$ cat src/hw/rtl/kts_ram.sv
// Generic single-write, single-read synchronous RAM with registered read data.
module kts_ram #(
	parameter int unsigned WIDTH = 8,
	parameter int unsigned DEPTH = 16
) (
	input  logic                     clk,
	input  logic                     we,
	input  logic [$clog2(DEPTH)-1:0] waddr,
	input  logic [WIDTH-1:0]         wdata,
	input  logic                     re,
	input  logic [$clog2(DEPTH)-1:0] raddr,
	output logic [WIDTH-1:0]         rdata
);
	logic [WIDTH-1:0] mem [DEPTH];

	always_ff @(posedge clk) begin
		if (we) begin
			mem[waddr] <= wdata;
		end
		if (re) begin
			rdata <= mem[raddr];
		end
	end
endmodule

$ cat config.mk
export PLATFORM = sky130hd
export DESIGN_NAME = kts_ram
export DESIGN_NICKNAME = d
export VERILOG_FILES = /design/src/hw/rtl/kts_ram.sv
export SDC_FILE = /design/constraint.sdc
export NUM_CORES = 1
export LEC_CHECK = 0
export BUFFER_PORTS_ARGS = -buffer_cell sky130_fd_sc_hd__buf_2
export CELL_PAD_IN_SITES_DETAIL_PLACEMENT = 1
export CELL_PAD_IN_SITES_GLOBAL_PLACEMENT = 1
export CORE_ASPECT_RATIO = 1.75
export CORE_MARGIN = 5
export CORE_UTILIZATION = 57
export DETAILED_ROUTE_END_ITERATION = 8
export PLACE_DENSITY = 0.91
export SETUP_SLACK_MARGIN = 0.5
export SLEW_MARGIN = 20
export SYNTH_ARGS = -nofsm -noshare
export SYNTH_HDL_FRONTEND = slang
export SYNTH_SLANG_ARGS = --single-unit
$ cat constraint.sdc
create_clock -name clk -period 5.8 [get_ports clk]
set_input_delay 1.16 -clock clk [delete_from_list [all_inputs] [get_ports clk]]
set_output_delay 1.16 -clock clk [all_outputs]
set_load 0.01 [all_outputs]
# Yosys cells after proc, flatten, opt, wreduce, memory -nomap -nowiden

Memories as Yosys holds them, arrays and structs flattened. A register that Yosys moved wholly into a read port is not among the register bits.
Cells that the tools add are included.

$mul: 0
Order comparisons: 0
Shift-type cells: 0
Equality and inequality tests: 0
Bitwise logic cells: 0
$add $sub $neg: 0
Reduce and logical (&&, ||, !) cells: 0
Multiplexer cells: 2
Div/mod/pow operators: 0

Operators by type and width:

| operator | count |
|---|---|
| $mux W1  | 2 |

Memories: 1
Register bits after elaboration: 0
RAM bits: 128
ROM bits: 0
Bits in latches: 0
Input port bits: 19

Memory list:

| memory | words | width | rd ports | clocked after Yosys merged registers in | write ports | RTL line | source |
|---|---|---|---|---|---|---|---|
| mem    | 16    | 8     | 1        | 1                                       | 1           | 14       | `logic [WIDTH-1:0] mem [DEPTH];` |

# Logic depth before layout (Yosys ltp)

Word-level depth: 2
Depth in mapped cells: 5
Depth with buffers taken out: 3

# Worst setup path before layout

No wires, ideal clock.

Path kind: input to register
Start: input port waddr[2]
End: memory mem[0][0], enable pin
Path buffers: 0
Slack: 3.147 ns
Stages on the path: 2
Setup time: 0.383 ns
Arrival time: 2.270 ns
Required time: 5.417 ns
Cell sequence: or3b_2 > nor3_1

RTL lines:

| what        | RTL line | source |
|---|---|---|
| from (decl) | 8        | `input logic [$clog2(DEPTH)-1:0] waddr,` |
| to (decl)   | 14       |  |

No word-level cell before the write port.

==> impl_results.md <==
- Prevailing post-synth register cell: edfxtp_1
- Avg Cell Area, Syn: 22.8 um^2
- Synth Area in Compound Gates: 2.30%
- Adder-cell share of the synthesized area: 0%
- Routability cong.: 0.760
- Clock Path Buffers: 2
- H-tree levels: 4
- Fill cells: 725
- DP Worst Slack: 2.52 ns
- Max-Cap Viols: 0
- Final TNS setup: 0 ns
- Clock power share: 46.7%
- Net Sw Frac: 20.1%
- Type of the worst min-delay path: flip-flop to flip-flop
- R2R setup slack: 4.30 ns
- Synth warn: 0
- Die height: 137 um
- Critical path required time: 5.96 ns
- Layout cell share with drive strength beyond 1: 28.7%
- Dpl hpwl: 6760 um
- Setup Skew: 0.00673 ns
- Synthesized flop and latch total: 136
- Post-synth EDFFs: 136
- Row count: 46
- Post-Synth XOR/XNOR Area: 0%
- Outcome: finished clean
- Nets: 285
- Routed wire length: 10900 um
- Remaining DRCs: 0
- Reg-to-reg critical path startpoint: mem[1][2]$_DFFE_PP_
- Non-Filler Instances: 399
- CTS Buf Count: 17
- Synthesized Nets: 248
- Post-synthesis mux area share: 14.8%
- Register area share after synthesis: 78.1%
- Die ar.: 0.0113 mm^2
- Initial Utilization: approximately 58%
- Port buffer count: 26
- Simple-gate share of the synthesized area: between 3 and 4%
- CP Capture Point: rdata[2]$_DFFE_PP_
- Total track usage: between 20% and 30%
- RSZ-0062 raised after global routing: false
- Synth area leaders: edfxtp_1 78%, mux4_2 7.8%, mux4_1 7.0%, a22oi_1 2.3%, nor2_1 0.93%
- Count leader, synth: edfxtp_1
- Slew of the pin with the lowest slew margin: 1.13 ns
- CTS tree: yes
- Dpl cells: around 370
- Final min period: 2.85 ns
- Max-slew violation count: 0
- Vias: 2437
- Critical path class: input pin to flip-flop
- Final hold viol count: 0
- Setup Viol. Count Final: 0
- Seq pwr share: 49.0%
- Critical path endpoint category: flip-flop
- DRT iter0 DRCs: 222
- Clock Sinks: 136
- RR Endpoint: rdata[2]$_DFFE_PP_
- Number of nets still failing antenna checks after routing: 0
- Post-CTS setup buffers: 0
- Largest net degree at the start of global routing: 33
- Clk_lat worst skew: around 0.4 ns
- Cell area after synthesis: 0.00523 mm^2
- Critical Path AT: 3.01 ns
- Post-synth top area cell: edfxtp_1
- Static leakage: 2.00 nW
- Area Overhead vs Synth: 15.5%
- I/O pin count: 27
- Cells after Synth: 229
- Antenna violations before repair: 0
- Depth of the most critical reg-to-reg path: 3
- DRT Pass-1 Iters: 4
- CP startpoint: raddr[0]
- Net Sw Power: 0.000456 W
- Proportion of netlist area held by the largest area contributor: 78.1%
- Top cells by count, synth: 136 x edfxtp_1, 18 x mux4_2, 16 x a22oi_1
- Core Footprint: 0.00904 mm^2
- Die W: 82.4 um
- Period Utilization, post-route: around half
- Slew Limit Headroom: about a quarter
- Crit start category: input pin
- CP Max Fanout: 32
- Worst setup margin: 2.95 ns
- Pwr dens: around 380 mW/mm^2
- Routed len/inst: 27.3 um
- Yosys cell types: 18
- First-pass GRT wire length: ~16000 um
- Worst VDD drop: approximately 0.26 mV
- Combinational family with the most area after synthesis: multiplexers
- Via density: slightly above 6
- Count of hold-fix buffers inserted at cts: 0
- # diodes: 0
- Post-cts resize count: 0
- Async set or reset register ratio after synthesis: 0%
- Achievable Freq: 351 MHz
- Remaining global-route overflow: 0
- Logic pwr share: 4.3%
- Int Power: 0.00182 W
- Clk pin slew, worst setup/hold paths: 0.06 ns
- Vias in the first global route: 2666
- Clock tree root driver cell: clkbuf_16
## stage by stage
stage / total power, W / cell area (um^2) / utilization [%] / hold WS [ns]
2_1_floorplan: 0.00119 / 5230 / - / 0.705
3_3_place_gp: 0.00122 / 5440 / 60.2 / 0.723
3_5_place_dp: 0.00123 / 5450 / 60.3 / 0.744
4_1_cts: 0.00229 / 6030 / 66.8 / 0.759
5_1_grt: 0.00236 / 6040 / 66.8 / 0.799
6_report: 0.00227 / 6040 / 66.8 / 0.749
## sequential cells by signal (all words and copies together), names as in the netlist
| signal | cells |
|---|---|
| mem | 128 |
| rdata | 8 |
## worst min path at each step
| stage | start | to | slack, ns | depth (start not counted) |
|---|---|---|---|---|
| after floorplan | mem[7][0]$_DFFE_PP_ | rdata[0]$_DFFE_PP_ | 0.70 | 3 |
| after global routing | mem[14][2]$_DFFE_PP_ | rdata[2]$_DFFE_PP_ | 0.80 | 3 |
| after global placement | mem[7][3]$_DFFE_PP_ | rdata[3]$_DFFE_PP_ | 0.72 | 3 |
| final | mem[12][4]$_DFFE_PP_ | rdata[4]$_DFFE_PP_ | 0.75 | 3 |
| after CTS | mem[15][1]$_DFFE_PP_ | rdata[1]$_DFFE_PP_ | 0.76 | 3 |
| after detailed placement | mem[15][1]$_DFFE_PP_ | rdata[1]$_DFFE_PP_ | 0.74 | 3 |
## power groups by stage
stage          sequential [W]  clock (W)  combinational, W
2_1_floorplan         0.00113          0         0.0000559
3_3_place_gp          0.00113          0         0.0000917
3_5_place_dp          0.00113          0         0.0000973
4_1_cts               0.00111    0.00108         0.0000983
5_1_grt               0.00111    0.00114          0.000105
6_report              0.00111    0.00106         0.0000976
## routing by layer
metal / part of all wire (%) / vias to the layer above / routed length, um / GRT usage [%]
met5: 0 / - / 0 / 0
met4: 1.1 / 0 / 121 / 7.30
met3: 5.8 / 8 / 627 / 6.65
met2: 55 / 103 / 6000 / 36.3
met1: 38 / 1274 / 4130 / 27.5
li1: - / 1052 / - / -
## logic make-up (layout without fill, tap and decap cells)
kind of cell / Yosys count / count (layout)
AND/OR/NAND/NOR: 35 / 35
buffers and inverters: 10 / 60
AO/OA/AOI/OAI: 16 / 16
flip-flops: 136 / 136
multiplexers: 32 / 32
## cell usage in the layout (no fill, tap or decap)
cell	count
a22oi_1	16
and2_1	1
and2b_1	1
buf_2	26
buf_4	2
bufinv_16	3
clkbuf_1	1
clkbuf_16	17
clkinv_1	1
clkinv_2	5
clkinv_4	1
clkinvlp_4	4
edfxtp_1	136
mux4_1	14
mux4_2	18
nand2_1	9
nand2b_1	2
nand3_1	1
nand3b_1	2
nor2_1	12
nor2_2	1
nor2b_1	1
nor3_1	2
nor3_2	2
or3b_2	1
## layout make-up
type                    count  area, um^2  share of cell area, %
flip-flops and latches    136        4080                   67.7
repair buffers             28         145                   2.40
clock buffers              18         429                   7.11
multi-input cells          83        1070                   17.7
well taps                 120         150                   2.49
clock inverters            14         158                   2.61
## worst max-delay path, cell delays in order
cell and delay [ns]:
buf_2 0.81, mux4_1 0.68, a22oi_1 0.26, nand2_1 0.08
No activity file was read; power rests on OpenSTA's default activity.
