**config.mk**
```make
export PLATFORM = sky130hd
export DESIGN_NAME = kts_ctrl
export DESIGN_NICKNAME = d
export VERILOG_FILES = /design/src/hw/rtl/kts_pkg.sv /design/src/hw/rtl/kts_ctrl.sv
export SDC_FILE = /design/constraint.sdc
export NUM_CORES = 1
export LEC_CHECK = 0
export ABC_AREA = 1
export BUFFER_PORTS_ARGS = -buffer_cell sky130_fd_sc_hd__buf_2
export CAP_MARGIN = 20
export CORE_MARGIN = 2
export CORE_UTILIZATION = 40
export DETAILED_ROUTE_END_ITERATION = 10
export PLACE_DENSITY_LB_ADDON = 0.08
export SLEW_MARGIN = 20
export SYNTH_ARGS = -nofsm -noshare
export SYNTH_HDL_FRONTEND = slang
export SYNTH_SLANG_ARGS = --single-unit
export TNS_END_PERCENT = 50
```
**constraint.sdc**
```tcl
create_clock -name clk -period 7 [get_ports clk]
set_input_delay 0.7 -clock clk [delete_from_list [all_inputs] [get_ports clk]]
set_output_delay 0.7 -clock clk [all_outputs]
set_load 0.005 [all_outputs]
```
**src/hw/rtl/kts_pkg.sv**
```systemverilog
// Shared constants, types and functions of the keyed top-K sorted table.
package kts_pkg;

	localparam int unsigned KTS_TABLE_DEPTH = 32;
	localparam int unsigned KTS_KEY_BYTES   = 8;
	localparam int unsigned KTS_TABLE_COUNT = 2;

	localparam int unsigned KEY_W   = 64;
	localparam int unsigned SCORE_W = 16;
	localparam int unsigned ENTRY_W = KEY_W + SCORE_W;

	localparam logic MODE_SUBMIT = 1'b0;
	localparam logic MODE_READ   = 1'b1;

	localparam logic [2:0] ST_INSERTED  = 3'd0;
	localparam logic [2:0] ST_NOTBETTER = 3'd1;
	localparam logic [2:0] ST_BELOW     = 3'd2;
	localparam logic [2:0] ST_READ_OK   = 3'd3;
	localparam logic [2:0] ST_RANGE     = 3'd4;

	typedef struct packed {
		logic [2:0]         status;
		logic [5:0]         count;
		logic [4:0]         position;
		logic [KEY_W-1:0]   key;
		logic [SCORE_W-1:0] score;
	} kts_res_t;

	// Keeps the name bytes up to the first zero byte and within the key length.
	function automatic logic [KEY_W-1:0] norm_key(input logic [KEY_W-1:0] k,
			input int unsigned nbytes);
		logic [KEY_W-1:0] r;
		logic             stop;
		r    = '0;
		stop = 1'b0;
		for (int b = 0; b < 8; b++) begin
			if (b >= nbytes || k[8*b +: 8] == 8'd0) begin
				stop = 1'b1;
			end
			if (!stop) begin
				r[8*b +: 8] = k[8*b +: 8];
			end
		end
		return r;
	endfunction

endpackage

```
**src/hw/rtl/kts_ctrl.sv**
```systemverilog
// Sequencer that scans, shifts, writes and reads back the table entries held in the RAM.
module kts_ctrl #(
	parameter int unsigned TABLE_DEPTH = kts_pkg::KTS_TABLE_DEPTH,
	parameter int unsigned KEY_BYTES   = kts_pkg::KTS_KEY_BYTES,
	parameter int unsigned TABLE_COUNT = kts_pkg::KTS_TABLE_COUNT,
	localparam int unsigned AW = $clog2(TABLE_COUNT * TABLE_DEPTH)
) (
	input  logic                          clk,
	input  logic                          arst_n,
	input  logic                          in_valid,
	output logic                          in_ready,
	input  logic                          in_mode,
	input  logic                          in_table,
	input  logic [kts_pkg::KEY_W-1:0]     in_key,
	input  logic [kts_pkg::SCORE_W-1:0]   in_score,
	input  logic [4:0]                    in_ridx,
	output logic                          ram_we,
	output logic [AW-1:0]                 ram_waddr,
	output logic [kts_pkg::ENTRY_W-1:0]   ram_wdata,
	output logic                          ram_re,
	output logic [AW-1:0]                 ram_raddr,
	input  logic [kts_pkg::ENTRY_W-1:0]   ram_rdata,
	output logic                          res_valid,
	input  logic                          res_ready,
	output kts_pkg::kts_res_t             res
);
	localparam int unsigned IW = $clog2(TABLE_DEPTH);
	localparam int unsigned CW = $clog2(TABLE_DEPTH + 1);
	localparam int unsigned TW = (TABLE_COUNT > 1) ? $clog2(TABLE_COUNT) : 1;
	localparam int unsigned RW = (CW > 5) ? CW : 5;

	typedef enum logic [7:0] {
		S_IDLE   = 8'b0000_0001,
		S_SCAN   = 8'b0000_0010,
		S_DECIDE = 8'b0000_0100,
		S_SHIFT  = 8'b0000_1000,
		S_WRITE  = 8'b0001_0000,
		S_RISSUE = 8'b0010_0000,
		S_RDATA  = 8'b0100_0000,
		S_DONE   = 8'b1000_0000
	} kts_state_t;

	kts_state_t                  st_q;
	logic [TW-1:0]               tbl_q;
	logic [AW-1:0]               base_q;
	logic [kts_pkg::KEY_W-1:0]   key_q;
	logic [kts_pkg::SCORE_W-1:0] score_q;
	logic [4:0]                  ridx_q;
	logic [CW-1:0]               cnt_q;
	logic [CW-1:0]               idx_q;
	logic                        rd_pend_s1;
	logic [IW-1:0]               rd_idx_s1;
	logic                        match_q;
	logic [IW-1:0]               mpos_q;
	logic [kts_pkg::SCORE_W-1:0] mscore_q;
	logic                        pfound_q;
	logic [IW-1:0]               pos_q;
	logic [CW-1:0]               sh_left_q;
	logic [IW-1:0]               sh_rd_q;
	logic [CW-1:0]               nc_q;
	logic [CW-1:0]               fill_q [TABLE_COUNT];
	kts_pkg::kts_res_t           res_q;

	logic [TW-1:0]               t_in;
	logic                        accept;
	logic [kts_pkg::KEY_W-1:0]   rd_key;
	logic [kts_pkg::SCORE_W-1:0] rd_score;
	logic [IW-1:0]               rd_addr_idx;
	logic [CW-1:0]               p_c;
	logic [CW-1:0]               nc_c;
	logic [CW-1:0]               wend_c;

	assign t_in     = (TABLE_COUNT > 1) ? TW'(in_table) : '0;
	assign in_ready = (st_q == S_IDLE);
	assign accept   = in_valid && in_ready;
	assign rd_key   = ram_rdata[kts_pkg::KEY_W-1:0];
	assign rd_score = ram_rdata[kts_pkg::ENTRY_W-1:kts_pkg::KEY_W];
	assign res_valid = (st_q == S_DONE);
	assign res       = res_q;

	assign p_c    = pfound_q ? CW'(pos_q) : cnt_q;
	assign nc_c   = match_q ? cnt_q :
			((cnt_q == CW'(TABLE_DEPTH)) ? cnt_q : CW'(cnt_q + 1'b1));
	assign wend_c = match_q ? CW'(mpos_q) : CW'(nc_c - 1'b1);

	always_comb begin
		ram_re      = 1'b0;
		rd_addr_idx = idx_q[IW-1:0];
		case (st_q)
			S_SCAN: begin
				ram_re      = (idx_q < cnt_q);
				rd_addr_idx = idx_q[IW-1:0];
			end
			S_SHIFT: begin
				ram_re      = (sh_left_q != '0);
				rd_addr_idx = sh_rd_q;
			end
			S_RISSUE: begin
				ram_re      = 1'b1;
				rd_addr_idx = IW'(ridx_q);
			end
			default: begin
				ram_re = 1'b0;
			end
		endcase
	end
	assign ram_raddr = AW'(base_q + AW'(rd_addr_idx));

	always_comb begin
		ram_we    = 1'b0;
		ram_waddr = AW'(base_q + AW'(IW'(rd_idx_s1 + 1'b1)));
		ram_wdata = ram_rdata;
		case (st_q)
			S_SHIFT: begin
				ram_we = rd_pend_s1;
			end
			S_WRITE: begin
				ram_we    = 1'b1;
				ram_waddr = AW'(base_q + AW'(pos_q));
				ram_wdata = {score_q, key_q};
			end
			default: begin
				ram_we = 1'b0;
			end
		endcase
	end

	always_ff @(posedge clk or negedge arst_n) begin
		if (!arst_n) begin
			st_q       <= S_IDLE;
			rd_pend_s1 <= 1'b0;
			for (int i = 0; i < TABLE_COUNT; i++) begin
				fill_q[i] <= '0;
			end
		end else begin
			rd_pend_s1 <= ram_re;
			case (st_q)
				S_IDLE: begin
					if (accept) begin
						if (in_mode == kts_pkg::MODE_READ) begin
							if (RW'(in_ridx) < RW'(fill_q[t_in])) begin
								st_q <= S_RISSUE;
							end else begin
								st_q <= S_DONE;
							end
						end else begin
							st_q <= S_SCAN;
						end
					end
				end
				S_SCAN: begin
					if (idx_q == cnt_q && !rd_pend_s1) begin
						st_q <= S_DECIDE;
					end
				end
				S_DECIDE: begin
					if (match_q && score_q <= mscore_q) begin
						st_q <= S_DONE;
					end else if (!match_q && p_c == CW'(TABLE_DEPTH)) begin
						st_q <= S_DONE;
					end else begin
						st_q <= S_SHIFT;
					end
				end
				S_SHIFT: begin
					if (sh_left_q == '0 && !rd_pend_s1) begin
						st_q <= S_WRITE;
					end
				end
				S_WRITE: begin
					fill_q[tbl_q] <= nc_q;
					st_q          <= S_DONE;
				end
				S_RISSUE: begin
					st_q <= S_RDATA;
				end
				S_RDATA: begin
					st_q <= S_DONE;
				end
				S_DONE: begin
					if (res_ready) begin
						st_q <= S_IDLE;
					end
				end
				default: begin
					st_q <= S_IDLE;
				end
			endcase
		end
	end

	always_ff @(posedge clk) begin
		if (ram_re) begin
			rd_idx_s1 <= rd_addr_idx;
		end
		case (st_q)
			S_IDLE: begin
				if (accept) begin
					tbl_q    <= t_in;
					base_q   <= AW'(AW'(t_in) * AW'(TABLE_DEPTH));
					key_q    <= kts_pkg::norm_key(in_key, KEY_BYTES);
					score_q  <= in_score;
					ridx_q   <= in_ridx;
					cnt_q    <= fill_q[t_in];
					idx_q    <= '0;
					match_q  <= 1'b0;
					pfound_q <= 1'b0;
					res_q.status   <= kts_pkg::ST_RANGE;
					res_q.count    <= 6'(fill_q[t_in]);
					res_q.position <= '0;
					res_q.key      <= '0;
					res_q.score    <= '0;
				end
			end
			S_SCAN: begin
				if (ram_re) begin
					idx_q <= CW'(idx_q + 1'b1);
				end
				if (rd_pend_s1) begin
					if (!match_q && rd_key == key_q) begin
						match_q  <= 1'b1;
						mpos_q   <= rd_idx_s1;
						mscore_q <= rd_score;
					end
					if (!pfound_q && score_q > rd_score) begin
						pfound_q <= 1'b1;
						pos_q    <= rd_idx_s1;
					end
				end
			end
			S_DECIDE: begin
				res_q.count <= 6'(cnt_q);
				if (match_q && score_q <= mscore_q) begin
					res_q.status <= kts_pkg::ST_NOTBETTER;
				end else begin
					res_q.status <= kts_pkg::ST_BELOW;
				end
				pos_q     <= IW'(p_c);
				nc_q      <= nc_c;
				sh_left_q <= CW'(wend_c - p_c);
				sh_rd_q   <= IW'(wend_c - 1'b1);
			end
			S_SHIFT: begin
				if (ram_re) begin
					sh_left_q <= CW'(sh_left_q - 1'b1);
					sh_rd_q   <= IW'(sh_rd_q - 1'b1);
				end
			end
			S_WRITE: begin
				res_q.status   <= kts_pkg::ST_INSERTED;
				res_q.count    <= 6'(nc_q);
				res_q.position <= 5'(pos_q);
			end
			S_RDATA: begin
				res_q.status   <= kts_pkg::ST_READ_OK;
				res_q.position <= ridx_q;
				res_q.key      <= rd_key;
				res_q.score    <= rd_score;
			end
			default: begin
			end
		endcase
	end
endmodule

```
## After elaboration in Yosys (flattened, before gate mapping)

Index checks and enable logic that the tools add are counted.

| storage, ports and cells | value |
|---|---|
| register bits after elaboration | 263 |
| logic and storage cells | 184 |

| operators by class | value |
|---|---|
| reduce and logical (&&, ||, !) cells | 41 |
| order comparisons | 7 |
| $add $sub $neg | 11 |
| muxes and demuxes | 71 |
| bitwise gates (word level) | 2 |
| equality and inequality tests | 21 |

Operator list:

| kind | count |
|---|---|
| case mux 80 bit (2 select lines) | 1 |
| 2-to-1 mux 94 bit | 1 |
| 2-to-1 mux 80 bit | 1 |
| 2-to-1 mux 6 bit | 12 |
| equality test 64 bit | 1 |
| logical NOT 8 bit | 8 |
| 2-to-1 mux 8 bit | 8 |
| case mux 8 bit (7 select lines) | 1 |
| case mux 5 bit (2 select lines) | 3 |
| 2-to-1 mux 1 bit | 29 |
| case mux 6 bit (2 select lines) | 2 |
| adder 6 x 5 -> 6 bit | 3 |
| case mux 6 bit (3 select lines) | 1 |
| > comparator 16 bit | 1 |
| <= comparator 16 bit | 1 |
| 2-to-1 mux 5 bit | 3 |
| case mux 5 bit (3 select lines) | 1 |
| inequality test 2 bit, second input constant | 7 |
| adder 6 x 1 -> 6 bit, second input constant | 2 |
| bitwise mux 12 bit | 1 |
| equality test 6 bit, second input constant | 2 |
| case mux 3 bit (4 select lines) | 1 |
| AND reduction 2 bit | 6 |
| AND reduction 4 bit | 3 |
| other kinds (32) | 54 |

## Logic depth before layout (Yosys ltp)

Gate-level depths: netlist (run 1).

| logic depth | value |
|---|---|
| word-level depth | 25 |
| depth in mapped cells | 26 |
| mapped depth without buffers | 26 |

## Least setup slack after synthesis (run 1)

No wires, ideal clock.

| timing path | value |
|---|---|
| kind | register to register |
| start point | reg st_q[2] |
| end point | reg res_q, in the netlist res[0] (enable) |
| arrival time | 7.126 ns |
| clock period less this slack | 7.566 ns |
| setup slack | -0.566 ns |
| path buffers | 0 |
| data required time | 6.560 ns |
| cell stages (with the launch flop) | 7 |
| cells stage by stage | dfrtp_1 -> or2_1 -> inv_1 -> nand4_1 -> nor2_1 -> inv_1 -> nand2_1 |

| on the way | value |
|---|---|
| longest elaborated chain between the ends | 4 |

Ends and longest elaborated chain:

| what | RTL line | source |
|---|---|---|
| start, declared | kts_ctrl.sv:43 | `kts_state_t st_q;` |
| start signal, assigned | kts_ctrl.sv:130 | `st_q <= S_IDLE;` |
| start signal, assigned | kts_ctrl.sv:142 | `st_q <= S_RISSUE;` |
| start signal, assigned | kts_ctrl.sv:144 | `st_q <= S_DONE;` |
| equality test 8 x 1 -> 1 bit | kts_ctrl.sv:74, kts_ctrl.sv:196 |  |
| logical AND 1 bit | kts_ctrl.sv:75 | `assign accept = in_valid && in_ready;` |
| inequality test 2 x 1 -> 1 bit (no source line) | n/a |  |
| AND reduction 2 bit (no source line) (*) | n/a |  |
| end, declared | kts_ctrl.sv:62 | `kts_pkg::kts_res_t res_q;` |

Mark *: on every way between the ends. The rest lies on a longest branch, timed or not.
A chain may end at the register's enable or synchronous reset.

## Worst setup path in the final report (run 1)

| timing path | value |
|---|---|
| start point | reg st_q[5] |
| end point | out ram_waddr[0] |

| on the way | value |
|---|---|
| longest elaborated chain between the ends | 2 |

Ends and longest elaborated chain:

| what | RTL line | source |
|---|---|---|
| equality test 8 x 5 -> 1 bit | kts_ctrl.sv:113 | `case (st_q)` |
| 2-to-1 mux 6 bit | kts_ctrl.sv:113 |  |
| end, declared | kts_ctrl.sv:18 | `output logic [AW-1:0] ram_waddr,` |

No other way between the ends.

==> results of run 1 <==
synth_stat cells, types with 3 or more instances:
cell type	number	area share
xnor2_1	17	0.011
xor2_1	19	0.012
or2_2	8	0.0036
o21ai_2	6	0.0038
nand2_1	257	0.070
o2111ai_1	7	0.0044
o21ai_1	34	0.012
dfrtp_1	20	0.036
o21a_1	4	0.0022
nand3_1	34	0.012
inv_2	8	0.0022
a21oi_1	26	0.0094
clkbuf_1	25	0.0068
buf_4	8	0.0043
nor4_1	17	0.0077
a31oi_1	3	0.0014
o21ai_0	94	0.034
edfxtp_1	242	0.52
nand4_2	4	0.0036
inv_1	283	0.077
a221oi_1	5	0.0032
nand4_1	15	0.0068
buf_2	13	0.0047
o22ai_1	26	0.012
nor3_1	8	0.0029
nor2_1	203	0.055
o221ai_1	11	0.0070
ha_1	55	0.050
or2_1	3	0.0014
cell type report:
class / count / area (sq um) / share of cell area
multi-input cells: 881 / 4750 / 0.278
clock inverters: 18 / 230 / 0.0135
well taps: 455 / 569 / 0.0333
flip-flops and latches: 263 / 7790 / 0.455
repair buffers: 367 / 1850 / 0.108
clock buffers: 39 / 806 / 0.0471
inverters: 293 / 1100 / 0.0643
diodes: 4 / 10.0 / 0.000585
metrics by stage:
step,worst slack (ns),cells
2_1_floorplan,1.11,1484
3_3_place_gp,3.55,2259
3_5_place_dp,3.47,2259
4_1_cts,2.97,2316
5_1_grt,2.67,2318
6_report,2.96,2320
flip-flops by register name (all words and copies together) (netlist names), 8 cells and up:
| signal | count |
|---|---|
| fill_q | 12 |
| key_q | 64 |
| mscore_q | 16 |
| res | 94 |
| score_q | 16 |
| st_q | 8 |
worst max path at each step:
stage	startpoint	cells past startpoint	slack, ns	end
finish	st_q[5]	7	2.96	ram_waddr[0]
global route	st_q[5]	7	2.67	ram_waddr[0]
CTS	st_q[5]	6	2.97	ram_wdata[57]
detailed placement	st_q[5]	9	3.47	res[5]
global placement	st_q[5]	9	3.55	res[14]
floorplan	st_q[2]	6	1.11	res[0]
report_power, final:
group / switching, mW / internal [mW]
clock network: 0.665 / 1.00
logic: 1.22 / 0.604
registers: 0.216 / 2.31
total: 2.10 / 3.91
critical path, stage by stage (launching register included):
cell      delay, ns
dfrtp_1        0.40
nor4_1         0.47
nand2_4        0.40
clkinv_2       0.18
buf_4          0.69
nand2_1        0.13
o21ai_0        0.18
buf_2          0.18
metal layers:
layer | vias up | routed length (um) | track usage
met4 | 0 | 1490 | 0.0751
met2 | 442 | 21600 | 0.420
met1 | 5361 | 19400 | 0.327
met3 | 74 | 3680 | 0.0542
met5 | - | 0 | 0
li1 | 5602 | - | -
kinds of logic (layout without fill, tap and decap cells):
group                      Yosys count  in the layout  share of synthesized area
other                                0              4                          0
and+or+nand+nor                    564            564                      0.173
xor gates and xnor gates            36             36                     0.0228
adders and majority gates           56             56                     0.0512
buffers and inverters              340            717                     0.0961
AOI/OAI and AO/OA                  224            224                     0.0938
muxes                                1              1                   0.000723
DFF                                263            263                      0.563
==> summary.txt, run 1 <==
CTS
  • Clock Path Buffers: 3
  • CTS sink cnt: around 260
  • CTS tree: yes
  • Post-cts resize count: 0
  • Postcts setup bufs: 0
  • Clk slew on worst S/H paths: ~0.070 ns
  • Root Buffer: clkbuf_16
  • H-tree levels: 1
  • Cts-stage hold buffer count: 0
  • Num CTS Buffers: 31
  • Later-pin clock latency in the skew report: 0.57 ns

Timing
  • Worst Tran Pin Value: around 0.95 ns
  • Clk_skew: around 0.021 ns
  • RSZ-0062 raised after global routing: false
  • Minimum clock period: slightly above 4 ns
  • Final number of max-transition violations: 0
  • Final Cycle Share: 0.578
  • Slew headroom: 0.367
  • Final setup vio count: 0
  • Hold slack: 0.107 ns
  • Final Hold Fails: 0
  • Max Fclk: roughly 250 MHz
  • Setup TNS: 0 ns

Routing
  • Post-route ant nets: 0
  • Vias: 11,500
  • DRT Wirelength: approximately 46 mm
  • WL/cell: ~20 um
  • Drt drc: 0
  • Starting DRC count in detailed routing: between 700 and 800
  • Pre-antenna DRT Iters: 5
  • DR vias/cell: roughly 4.9

Synth
  • Syn_area_per_cell: between 9 and 10 sq um
  • Synthesis-stage register bit count: between 200 and 300
  • Syn nets: roughly 1,700
  • Synth Flop Type: edfxtp_1
  • Yosys Warn Count: 0
  • Post-synth ARST share: 0.0798
  • Yosys cell types: 52
  • Post-synthesis cell count: around 1,500
  • Post-Synthesis Cell Area: approximately 14,000 sq um
  • Number of synthesized flops with an enable pin: 242
  • Seq/Total Area, Yosys: 0.563

Critical path
  • Worst reg2reg startpoint: st_q[5]
  • Register-to-Register Path Depth: 9
  • R2R Path End: res[75]
  • Setup crit start kind: flop
  • CP required: between 6 and 7 ns
  • Critical path class: reg2out
  • Worst-path fanout max: 94
  • CP endpoint kind: output pin
  • Arr. time, crit path: ~3.3 ns
  • Register-to-Register Setup Slack: 3.55 ns

Place
  • GPL Wtd Cong: approximately 0.94
  • Post-DP HPWL: about 36 mm
  • Port Buf Inserts: 360
  • DP Area: about 16,000 sq um

Floorplan
  • FP Rows: between 60 and 70
  • Core box area: 34,300 sq um
  • Die Ht: about 190 um
  • Starting Density: 0.404
  • I/O pin total: 361
  • Full die area: ~36,000 sq um
  • Die X: 190 um

Pwr
  • PD cells: between 300 and 400 nW/um^2
  • Static Leakage: between 8 and 9 nW
  • Worst vdd ir: 0.000221 V
  • Total power: between 6 and 7 mW

Flow run
  • Max Cap Viol: 0

Cells and area
  • Final Util: 0.499
  • Area growth from synthesis to layout: 23.6%
  • Design area: between 15,000 and 20,000 sq um
  • Layout Nets: 2,064
  • Fraction of layout cells with a size suffix above 1: 0.243
  • Most common cell after layout, fill and taps aside: buf_2
  • Commonest cells after routing, fill and taps aside: buf_2, inv_1, nand2_1, edfxtp_1, nor2_1
  • Filler cells: roughly 3,300

Global routing
  • Initial antenna violation count: 4
  • Tot GR Track Use: 0.251
  • Largest net degree at the start of global routing: 95
  • GRT overflow: 0
  • Vias in the first global route: 11,000
  • First-pass GRT wire length: between 60 and 70 mm

Outcome
  • Status: finished, final reports clean

Hold path
  • Hold/Removal Path Class: in2async
Note: power is estimated with default switching activity, not from simulation.
==> inputs of run 2 (changes only) <==
clock period = 3.6 ns   (was 7 ns; I/O delays follow)
==> run 2 against run 1 <==
Effect of this change:
- die area unchanged
- sequential share of layout area shrank 1.1 points
- critical endpoint is now ram_wdata[60]
- routed wire length grew 0.36%
- via count increased by 1.8%
- non-clock buffer count grew 49
- first-iteration DRC count is 9.1% lower
- largest cell class unchanged
- clock power up 81%
- total power increased by 92%
- flip-flop and latch count stayed put
- critical path depth is the same
- core utilization is 1.3 points higher
==> summary.txt, run 2 (synthesized netlist as in run 1, its figures left out) <==
CTS
  • Later-pin clock latency in the skew report: 0.57 ns
  • CTS sink cnt: ~260
  • H-tree levels: 1
  • Clk slew on worst S/H paths: around 0.060 ns
  • Clock Path Buffers: 3
  • Num CTS Buffers: 31
  • CTS tree: yes
  • Postcts setup bufs: 0
  • Root Buffer: clkbuf_16

Global routing
  • Busiest grt layer: met2
  • GRT overflow: 0
  • Initial antenna violation count: 6
  • Vias in the first global route: 11,400
  • Tot GR Track Use: 0.254
  • Grt met2 use: 0.416
  • Met1 Resource Use GR: 0.342
  • Fraction of met3 tracks used by global routing: 0.0522
  • Largest net degree at the start of global routing: 95
  • First-pass GRT wire length: just under 70 mm

Cells and area
  • Area growth from synthesis to layout: 26.8%
  • Non-Filler Instances: 2,366
  • Design area: about 18,000 sq um
  • Fraction of layout cells with a size suffix above 1: 0.237
  • Max reg flops: 94
  • Filler cells: around 3,300
  • Final Util: 0.512
  • Most common cell after layout, fill and taps aside: buf_2
  • Commonest cells after routing, fill and taps aside: buf_2, inv_1, nand2_1, edfxtp_1, nor2_1
  • Layout Nets: roughly 2,100

Routing
  • Drt drc: 0
  • DRT Wirelength: 46.3 mm
  • WL/cell: a little under 20 um
  • Post-route ant nets: 0
  • DR vias/cell: about 4.9
  • Pre-antenna DRT Iters: 5
  • Starting DRC count in detailed routing: between 700 and 800
  • Vias: 11,700

Timing
  • Final setup vio count: 0
  • Worst Slack Setup Final: 0.300 ns
  • Hold slack: approximately 0.028 ns
  • Clk_skew: approximately 0.011 ns
  • Max Fclk: around 300 MHz
  • Final Hold Fails: 0
  • Minimum clock period: between 3 and 4 ns
  • Slew headroom: 0.383
  • Final Cycle Share: 0.917
  • Setup TNS: 0 ns
  • Final number of max-transition violations: 0
  • RSZ-0062 raised after global routing: false
  • Worst Tran Pin Value: between 0.9 and 1 ns

Critical path
  • Arr. time, crit path: ~2.9 ns
  • CP endpoint kind: output pin
  • Worst reg2reg startpoint: cnt_q[0]
  • R2R Path End: sh_left_q[5]
  • Register-to-Register Path Depth: 24
  • CP required: between 3 and 4 ns
  • Setup crit start kind: flop
  • Critical path class: reg2out
  • Register-to-Register Setup Slack: roughly 0.36 ns
  • Worst-path fanout max: between 60 and 70

Pwr
  • Total power: roughly 12 mW
  • Switching power: ~4.0 mW
  • Comb pwr share: 0.315
  • Net Sw Frac: 0.349
  • PD cells: 658 nW/um^2
  • Seq pwr share: 0.424
  • Static Leakage: 8.28 nW
  • Internal power: between 7 and 8 mW
  • Clock Power Share: 0.261
  • Worst vdd ir: slightly below 0.0004 V

Outcome
  • Status: finished, final reports clean

Hold path
  • Hold/Removal Path Class: in2reg
  • Hold Path Sink: mscore_q[8]
  • HP Start: ram_rdata[72]
  • Worst hold path depth: 1

Floorplan
  • Starting Density: 0.404
  • Die Ht: between 150 and 200 um
  • I/O pin total: about 360
  • Core box area: around 34,000 sq um
  • Full die area: ~36,000 sq um
  • FP Rows: 68
  • Die X: 190 um

Place
  • GPL Wtd Cong: about 0.9
  • Post-DP HPWL: roughly 36 mm
  • Post-Place Cells: roughly 2,300
  • Dpl ws: around 0.29 ns
  • DP Area: 16,200 sq um
  • Port Buf Inserts: 360

Flow run
  • Max Cap Viol: 0
## run 2: layout make-up
cell class | instances | area (sq um) | area share
Timing Repair Buffer | 416 | 2370 | 0.135
Inverter | 293 | 1100 | 0.0628
Clock inverter | 16 | 140 | 0.00798
Clock buffer | 37 | 798 | 0.0455
Antenna cell | 5 | 12.5 | 0.000713
Multi-Input combinational cell | 881 | 4760 | 0.271
Sequential cell | 263 | 7790 | 0.444
Tap cell | 455 | 569 | 0.0324
## run 2: how the worst max path moves through the flow
stage,from,endpoint,slack (ns),cells after the start
6_report,st_q[5],ram_wdata[60],0.30,7
5_1_grt,cnt_q[0],sh_left_q[5],0.04,24
4_1_cts,st_q[0],ram_wdata[51],0.12,8
3_5_place_dp,cnt_q[0],sh_left_q[5],0.29,24
3_3_place_gp,cnt_q[0],sh_left_q[5],0.34,24
2_1_floorplan,st_q[5],res[0],-0.04,7
## run 2: per-layer routing
| layer | share of wire | up-vias | wire [um] |
|---|---|---|---|
| li1 | - | 5702 | - |
| met1 | 0.44 | 5437 | 20200 |
| met2 | 0.46 | 470 | 21300 |
| met3 | 0.075 | 78 | 3480 |
| met4 | 0.028 | 2 | 1320 |
| met5 | 0.00028 | - | 13 |
## run 2: power by group through the flow
stage	logic (mW)	clock network (mW)	registers (mW)
after floorplan	2.06	0	4.88
after global placement	3.62	0	4.94
after detailed placement	3.63	0	4.95
after CTS	3.68	3.07	4.89
after global routing	4.07	3.18	4.99
final	3.63	3.01	4.90
## run 2: what timing repair did
| action | in CTS | in global routing |
|---|---|---|
| hold buffers | 44 | 0 |
| gates resized for setup | 0 | 3 |
| endpoints found under the hold margin | 63 | 0 |
| setup endpoints to repair | 0 | 2 |
## run 2: worst max-delay path: stages (launching register included)
cell and delay (ns):
dfrtp_1 0.41, nor4_1 0.47, nand2_4 0.33, inv_4 0.45, buf_12 0.33, nand2_1 0.12, o21ai_0 0.11, buf_2 0.15
==> inputs of run 3 (changes only) <==
CORE_UTILIZATION = 35   (was 40)
CTS_CLUSTER_SIZE = 25   (was unset)
==> run 3 against run 2 <==
Effect of this change:
- flip-flop and latch count is the same
- first-iteration DRC count grew 2.0%
- register-to-register slack lost 0.07 ns
- critical endpoint is now sh_left_q[5]
==> summary.txt, run 3 (synthesized netlist as in run 1, its figures left out) <==
Routing
  • DR vias/cell: approximately 4.8
  • Starting DRC count in detailed routing: a little over 700
  • Pre-antenna DRT Iters: 6
  • Drt drc: 0
  • WL/cell: roughly 20 um
  • DRT Wirelength: between 40 and 50 mm
  • Vias: about 12,000
  • Post-route ant nets: 0

Cells and area
  • Commonest cells after routing, fill and taps aside: buf_2, inv_1, nand2_1, edfxtp_1, nor2_1
  • Non-Filler Instances: approximately 2,400
  • Most common cell after layout, fill and taps aside: buf_2
  • Fraction of layout cells with a size suffix above 1: 0.246
  • Area growth from synthesis to layout: 27.3%
  • Filler cells: approximately 3,800
  • Layout Nets: 2,109
  • Final Util: 0.454
  • Max reg flops: 94

Critical path
  • CP required: ~3.9 ns
  • Critical Path Sink: sh_left_q[5]
  • Critical Path Source: cnt_q[0]
  • Worst reg2reg startpoint: cnt_q[0]
  • Worst-path fanout max: 6
  • Setup crit start kind: flop
  • Register-to-Register Path Depth: 24
  • Register-to-Register Setup Slack: 0.29 ns
  • R2R Path End: sh_left_q[5]
  • Arr. time, crit path: 3.59 ns
  • Critical path class: reg2reg
  • CP endpoint kind: flop

Floorplan
  • I/O pin total: ~360
  • Die X: around 200 um
  • FP Rows: 72
  • Full die area: just over 40,000 sq um
  • Die Ht: between 200 and 250 um
  • Core box area: ~39,000 sq um
  • Starting Density: 0.357

Place
  • Dpl ws: about 0.18 ns
  • Post-Place Cells: about 2,300
  • Port Buf Inserts: 360
  • Post-DP HPWL: roughly 38 mm
  • GPL Wtd Cong: between 0.8 and 0.9

Timing
  • Final number of max-transition violations: 0
  • Worst Slack Setup Final: ~0.29 ns
  • Clk_skew: 0.0180 ns
  • Final setup vio count: 0
  • Setup TNS: 0 ns
  • RSZ-0062 raised after global routing: false
  • Final Hold Fails: 0
  • Max Fclk: ~300 MHz
  • Final Cycle Share: 0.918
  • Minimum clock period: between 3 and 4 ns
  • Worst Tran Pin Value: roughly 0.80 ns
  • Hold slack: between 0.02 and 0.03 ns
  • Slew headroom: 0.463

Global routing
  • Busiest grt layer: met2
  • Fraction of met3 tracks used by global routing: 0.0640
  • Grt met2 use: 0.385
  • Largest net degree at the start of global routing: between 90 and 100
  • Initial antenna violation count: 3
  • First-pass GRT wire length: 72.0 mm
  • Met1 Resource Use GR: 0.310
  • Vias in the first global route: roughly 12,000
  • GRT overflow: 0
  • Tot GR Track Use: 0.237

CTS
  • Num CTS Buffers: 34
  • Clock Path Buffers: 3
  • Later-pin clock latency in the skew report: between 0.5 and 0.6 ns
  • CTS sink cnt: 263
  • H-tree levels: 2
  • Root Buffer: clkbuf_16
  • CTS tree: yes
  • Clk slew on worst S/H paths: around 0.060 ns

Hold path
  • Hold/Removal Path Class: in2reg

Pwr
  • Worst vdd ir: approximately 0.00030 V
  • PD cells: ~670 nW/um^2
  • Static Leakage: approximately 8.3 nW

Flow run
  • Max Cap Viol: 0

Outcome
  • Status: finished, final reports clean
[run 3: cell types whose count changed in the layout (fill, tap and decap cells not counted), sizes merged]
cell / change
clkinv: -2
buf: +10
diode: -4
clkbuf: +13
dlygate4sd3: -17
inv: -1
bufinv: -3
[run 3: repair_timing]
action | CTS | global route
buffers inserted | 0 | 6
hold buffers | 27 | 0
hold endpoints to repair | 46 | 0
endpoints found under the setup margin | 0 | 1
gates resized for setup | 0 | 1
[run 3: area by class of cell]
type,instances,area [sq um],share of cell area
sequential,263,7790,0.442
multi-input combinational,881,4760,0.270
timing repair buffer,409,2270,0.129
inverter,293,1100,0.0625
clock buffer,50,995,0.0564
tap,518,648,0.0368
clock inverter,10,47.5,0.00270
antenna,1,2.50,0.000142
[run 3: how the worst min path moves through the flow]
stage	startpoint	end	cells past startpoint
floorplan	arst_n	fill_q[0]	0
global placement	arst_n	rd_pend_s1	1
detailed placement	arst_n	rd_pend_s1	1
CTS	ram_rdata[73]	mscore_q[9]	1
global route	ram_rdata[67]	mscore_q[3]	1
finish	ram_rdata[72]	mscore_q[8]	1
[run 3: metrics by stage]
| stage | area, sq um | total power, mW |
|---|---|---|
| detailed placement | 16300 | 8.63 |
| floorplan | 13900 | 6.94 |
| global placement | 16300 | 8.61 |
| CTS | 17600 | 12.0 |
| global route | 17600 | 12.6 |
| finish | 17600 | 11.9 |
[run 3: power by group]
group	switching [mW]	internal, mW	total, mW
Clock	1.35	1.91	3.26
Sequential	0.416	4.49	4.90
Combinational	2.43	1.27	3.70
Total	4.20	7.67	11.9
[run 3: critical path, stage by stage (launching register included)]
cell and delay (ns):
edfxtp_1 0.44, inv_2 0.12, ha_1 0.15, nand2_1 0.05, inv_1 0.06, nand3_2 0.12, nand3_1 0.12, nand2_2 0.10
inv_1 0.07, ha_1 0.15, inv_1 0.06, a21oi_1 0.19, nand2_1 0.08, nand2_1 0.06, nand3_1 0.10, and2_1 0.17
ha_1 0.32, nand2_1 0.06, inv_1 0.07, nand4_1 0.07, nand3_1 0.09, xor2_1 0.16, inv_1 0.07, nor2_1 0.11
o21ai_1 0.07
[run 3: per-layer routing]
| metal | vias up | part of all wire | wire length (um) |
|---|---|---|---|
| li1 | 5699 | - | - |
| met1 | 5418 | 0.44 | 21700 |
| met2 | 396 | 0.46 | 22600 |
| met3 | 74 | 0.071 | 3510 |
| met4 | 4 | 0.023 | 1130 |
| met5 | - | 0.00041 | 20 |
